$ cat config.mk
export PLATFORM = sky130hd
export DESIGN_NAME = png_unf_predict
export DESIGN_NICKNAME = d
export VERILOG_FILES = /design/src/rtl/png_scanline_unfilter_defines.svh /design/src/rtl/png_unf_pkg.sv /design/src/rtl/png_unf_predict.sv
export SDC_FILE = /design/constraint.sdc
export NUM_CORES = 1
export LEC_CHECK = 0
export BUFFER_PORTS_ARGS = -buffer_cell sky130_fd_sc_hd__buf_2
export CELL_PAD_IN_SITES_DETAIL_PLACEMENT = 0
export CELL_PAD_IN_SITES_GLOBAL_PLACEMENT = 1
export CORE_ASPECT_RATIO = 0.8
export CORE_UTILIZATION = 50
export DETAILED_ROUTE_END_ITERATION = 10
export GPL_TIMING_DRIVEN = 1
export PLACE_DENSITY_LB_ADDON = 0.1
export RECOVER_POWER = 100
export SETUP_SLACK_MARGIN = 0.3
export SLEW_MARGIN = 40
export SYNTH_ARGS = -nofsm -noshare
export SYNTH_HDL_FRONTEND = slang
export SYNTH_SLANG_ARGS = --single-unit
$ cat constraint.sdc
create_clock -name vclk -period 17.3
set_input_delay 0 -clock vclk [all_inputs]
set_output_delay 0 -clock vclk [all_outputs]
set_load 0.02 [all_outputs]
$ cat src/rtl/png_scanline_unfilter_defines.svh
// Assertion macros shared by the unfilter RTL.
// PSU_ASSERT checks under reset gating; PSU_ASSERT_ALWAYS checks at every edge.
`ifndef PNG_SCANLINE_UNFILTER_DEFINES_SVH
`define PNG_SCANLINE_UNFILTER_DEFINES_SVH

`ifndef SYNTHESIS
`define PSU_ASSERT(lbl, clk, rst_n, prop) \
    lbl: assert property (@(posedge clk) disable iff (!(rst_n)) (prop)) \
        else $error("png_scanline_unfilter assertion failed");
`define PSU_ASSERT_ALWAYS(lbl, clk, prop) \
    lbl: assert property (@(posedge clk) (prop)) \
        else $error("png_scanline_unfilter assertion failed");
`else
`define PSU_ASSERT(lbl, clk, rst_n, prop)
`define PSU_ASSERT_ALWAYS(lbl, clk, prop)
`endif

`endif

$ cat src/rtl/png_unf_pkg.sv
`timescale 1ns / 1ps

package png_unf_pkg;

    // Row filter codes; FILT_BAD marks any type byte above Paeth.
    typedef enum logic [2:0] {
        FILT_NONE  = 3'd0,
        FILT_SUB   = 3'd1,
        FILT_UP    = 3'd2,
        FILT_AVG   = 3'd3,
        FILT_PAETH = 3'd4,
        FILT_BAD   = 3'd5
    } filt_t;

    // Configuration register indexes.
    localparam logic CFG_BPP = 1'b0;
    localparam logic CFG_BPR = 1'b1;

    localparam int unsigned CFG_DATA_W = 13;
    localparam logic [3:0]  BPP_RESET  = 4'd1;
    localparam logic [12:0] BPR_RESET  = 13'd320;

    // Operands of one byte reconstruction.
    typedef struct packed {
        filt_t      filt;
        logic [7:0] raw;
        logic [7:0] left;
        logic [7:0] up;
        logic [7:0] upleft;
    } pred_in_t;

endpackage

$ cat src/rtl/png_unf_predict.sv
`timescale 1ns / 1ps

module png_unf_predict
    import png_unf_pkg::*;
(
    input  pred_in_t   op,
    output logic [7:0] result,
    output logic       bad
);

    logic [8:0] sum_ab;
    logic [8:0] dbl_c;
    logic [8:0] pa;
    logic [8:0] pb;
    logic [8:0] pc;
    logic [7:0] pred;
    logic [7:0] paeth;

    // Paeth distances without a signed intermediate.
    assign sum_ab = {1'b0, op.left} + {1'b0, op.up};
    assign dbl_c  = {op.upleft, 1'b0};
    assign pa = (op.up >= op.upleft) ? {1'b0, op.up - op.upleft}
                                     : {1'b0, op.upleft - op.up};
    assign pb = (op.left >= op.upleft) ? {1'b0, op.left - op.upleft}
                                       : {1'b0, op.upleft - op.left};
    assign pc = (sum_ab >= dbl_c) ? (sum_ab - dbl_c) : (dbl_c - sum_ab);

    always_comb begin
        if ((pa <= pb) && (pa <= pc)) begin
            paeth = op.left;
        end else if (pb <= pc) begin
            paeth = op.up;
        end else begin
            paeth = op.upleft;
        end
    end

    always_comb begin
        bad = 1'b0;
        case (op.filt)
            FILT_NONE:  pred = 8'd0;
            FILT_SUB:   pred = op.left;
            FILT_UP:    pred = op.up;
            FILT_AVG:   pred = sum_ab[8:1];
            FILT_PAETH: pred = paeth;
            default: begin
                pred = 8'd0;
                bad  = 1'b1;
            end
        endcase
    end

    assign result = op.raw + pred;

endmodule

==> results by group <==
Critical path
  – Crit path launch type: input port
  – WP data required: approximately 17,000 ps
  – Most used cell along the critical path: a21oi_1
  – WS Path Type: in -> out
  – Critical Path AT: about 8600 ps
  – Crit-path max FO: 11
  – CP bufs+invs: 3
  – Family with the most delay on the worst path: compound AO/OA/AOI/OAI gates
  – Max stage delay on crit path: 520 ps
  – CP endpoint kind: output port
  – CP max stage cell: or2_0

Die
  – Die Span Y: 78.4 um
  – Die Area: around 0.0076 mm^2
  – Die width: 97.5 um
  – Row cnt: 27
  – Starting density of the core: 52.4%
  – CORE AREA: between 0.006 and 0.007 mm^2
  – IO Pins: 44

Synthesis
  – Mapped cell area: 0.00365 mm^2
  – Cell count after synthesis: between 400 and 500
  – Synth cell types: 71
  – Mapped Avg Cell Area: 7.73 um^2
  – Synth Warn #: 0
  – Seq/Total Area, Yosys: 0%
  – Syn_nets: between 500 and 600

Hold path
  – WHS Endpoint: result[0]
  – Worst Hold Depth: 3
  – Worst Hold Class: in -> out
  – Hold Startpoint: op[24]

Run
  – Max-Cap Viols: 0

Clock tree
  – CTS Hold Buffers Added: 0
  – Setup bufs post-CTS: 0
  – CTS resizes: 0

Power
  – PD cells: a little over 100 mW/mm^2
  – LEAKAGE: about 2 nW
  – Worst vdd ir: 45.5 uV

Detailed routing
  – Vias: roughly 3,500
  – Antenna viol nets, final: 0
  – Drt first pass iters: 5
  – Final WL: 10.1 mm
  – Routed length per placed instance: 17.2 um
  – DRT iter0 DRCs: 239
  – DRC viols: 0
  – Drt via density: 5.84

Timing
  – Final period util: 49.6%
  – Max_slew headroom: 46.2%
  – Setup TNS: 0 ps
  – Min Hold Slack: 344 ps
  – Setup violations, final: 0
  – RSZ-0062 raised after global routing: no
  – Max Fclk: 117 MHz
  – Final min period: 8580 ps
  – Worst slew pin tran: approximately 800 ps
  – Fin. max-slew vios: 0
  – Final count of hold timing violations: 0

Global route
  – Met1 Usage GRT: 41.8%
  – Pin count of the biggest net entering global routing: 18
  – Met3 Usage GRT: 0.445%
  – Global route overflow: 0
  – First-pass GRT wire length: 16.5 mm
  – Initial antenna violation count: 0
  – Tot GR Track Use: approximately a quarter
  – Busiest grt layer: met2
  – Vias in the first global route: 3,150
  – Met2 Use GR: 42.5%

Run status
  – Status: finished clean

Final layout
  – Fraction of final layout cells with drive strength greater than 1: ~14%
  – Seq cells: 0
  – Synthesis-to-finish area growth: 6.00%
  – Nets@finish: 630
  – # fillers: 666
  – Area of the multi-input gates: about 0.0033 mm^2
  – Final Util: 55.6%
  – Sequential cell area: 0 um^2
  – Most frequent cells in the layout: ha_1, inv_1, a21oi_1
  – Commonest non-fill, non-tap cell in the layout: ha_1
  – Clkbuf count: 0
  – Diode count: 0

Placed design
  – Global placement routability congestion: between 0.9 and 1
  – Port bufs: 44
  – DPL Wire Length: 8.92 mm
==> synth_stat cells, types with 4 or more instances <==
master	number	area share, %
o21ai_1	6	0.82
mux2i_1	23	6.3
ha_1	81	28
o21bai_1	8	1.6
xor2_1	11	2.6
and3_1	5	0.86
inv_1	61	6.3
a21o_1	13	2.7
xnor2_1	20	4.8
a211oi_1	4	0.82
a21oi_1	46	6.3
mux2_2	8	2.5
a22oi_1	6	1.2
o21ai_0	22	3.0
nand3_1	9	1.2
nor3_1	4	0.55
nor2b_1	7	1.2
fa_1	8	4.4
nor2_1	21	2.2
nand2_1	35	3.6
buf_6	5	1.5
nand4_1	4	0.69
==> cell type report <==
type / instances / share of cell area [%]
Inverter: 61 / 5.92
Multi-Input combinational cell: 398 / 85.6
Timing Repair Buffer: 45 / 5.70
Tap cell: 87 / 2.82
==> worst max path at each step <==
stage                     cells past startpoint   start  slack (ps)   endpoint
after floorplan                              40   op[9]       10550  result[7]
after global placement                       39  op[17]        9200  result[7]
after detailed placement                     39   op[9]        9090  result[7]
after CTS                                    39   op[9]        9060  result[7]
after global routing                         39  op[17]        7960  result[7]
final                                        39  op[17]        8720  result[7]
==> tightest hold or removal path: cells and delay by family <==
kind	cells	cell delay (ps)
buffers and inverters	2	230
adders and majority gates	1	110
==> where the power goes <==
part,internal (W),switching [W],leakage (nW),total [W]
clock network,0,0,0,0
logic,0.000156,0.000235,2.03,0.000391
registers,0,0,0,0
total,0.000156,0.000235,2.03,0.000391
==> metrics by stage <==
step                      std cells  total power [W]  setup slack, ps  area [um^2]
after floorplan                 472         0.000304            10550         3650
after global placement          591         0.000386             9200         3880
after detailed placement        591         0.000388             9090         3880
after CTS                       591         0.000390             9060         3880
after global routing            591         0.000432             7960         3870
final                           591         0.000391             8720         3870
==> routing by layer <==
layer	wire length, um	part of all wire [%]
met1	5160	51
met2	4310	43
met3	615	6.1
met4	55	0.54
met5	0	0
==> logic make-up after synthesis <==
logic type | after synthesis | share of synthesized area, %
mux | 31 | 8.78
xor+xnor | 33 | 8.65
compound gates | 142 | 27.3
simple gates | 103 | 14.1
fa+ha+maj | 89 | 32.2
buf+inv | 74 | 9.02
Power figures use the tool's default switching activity.
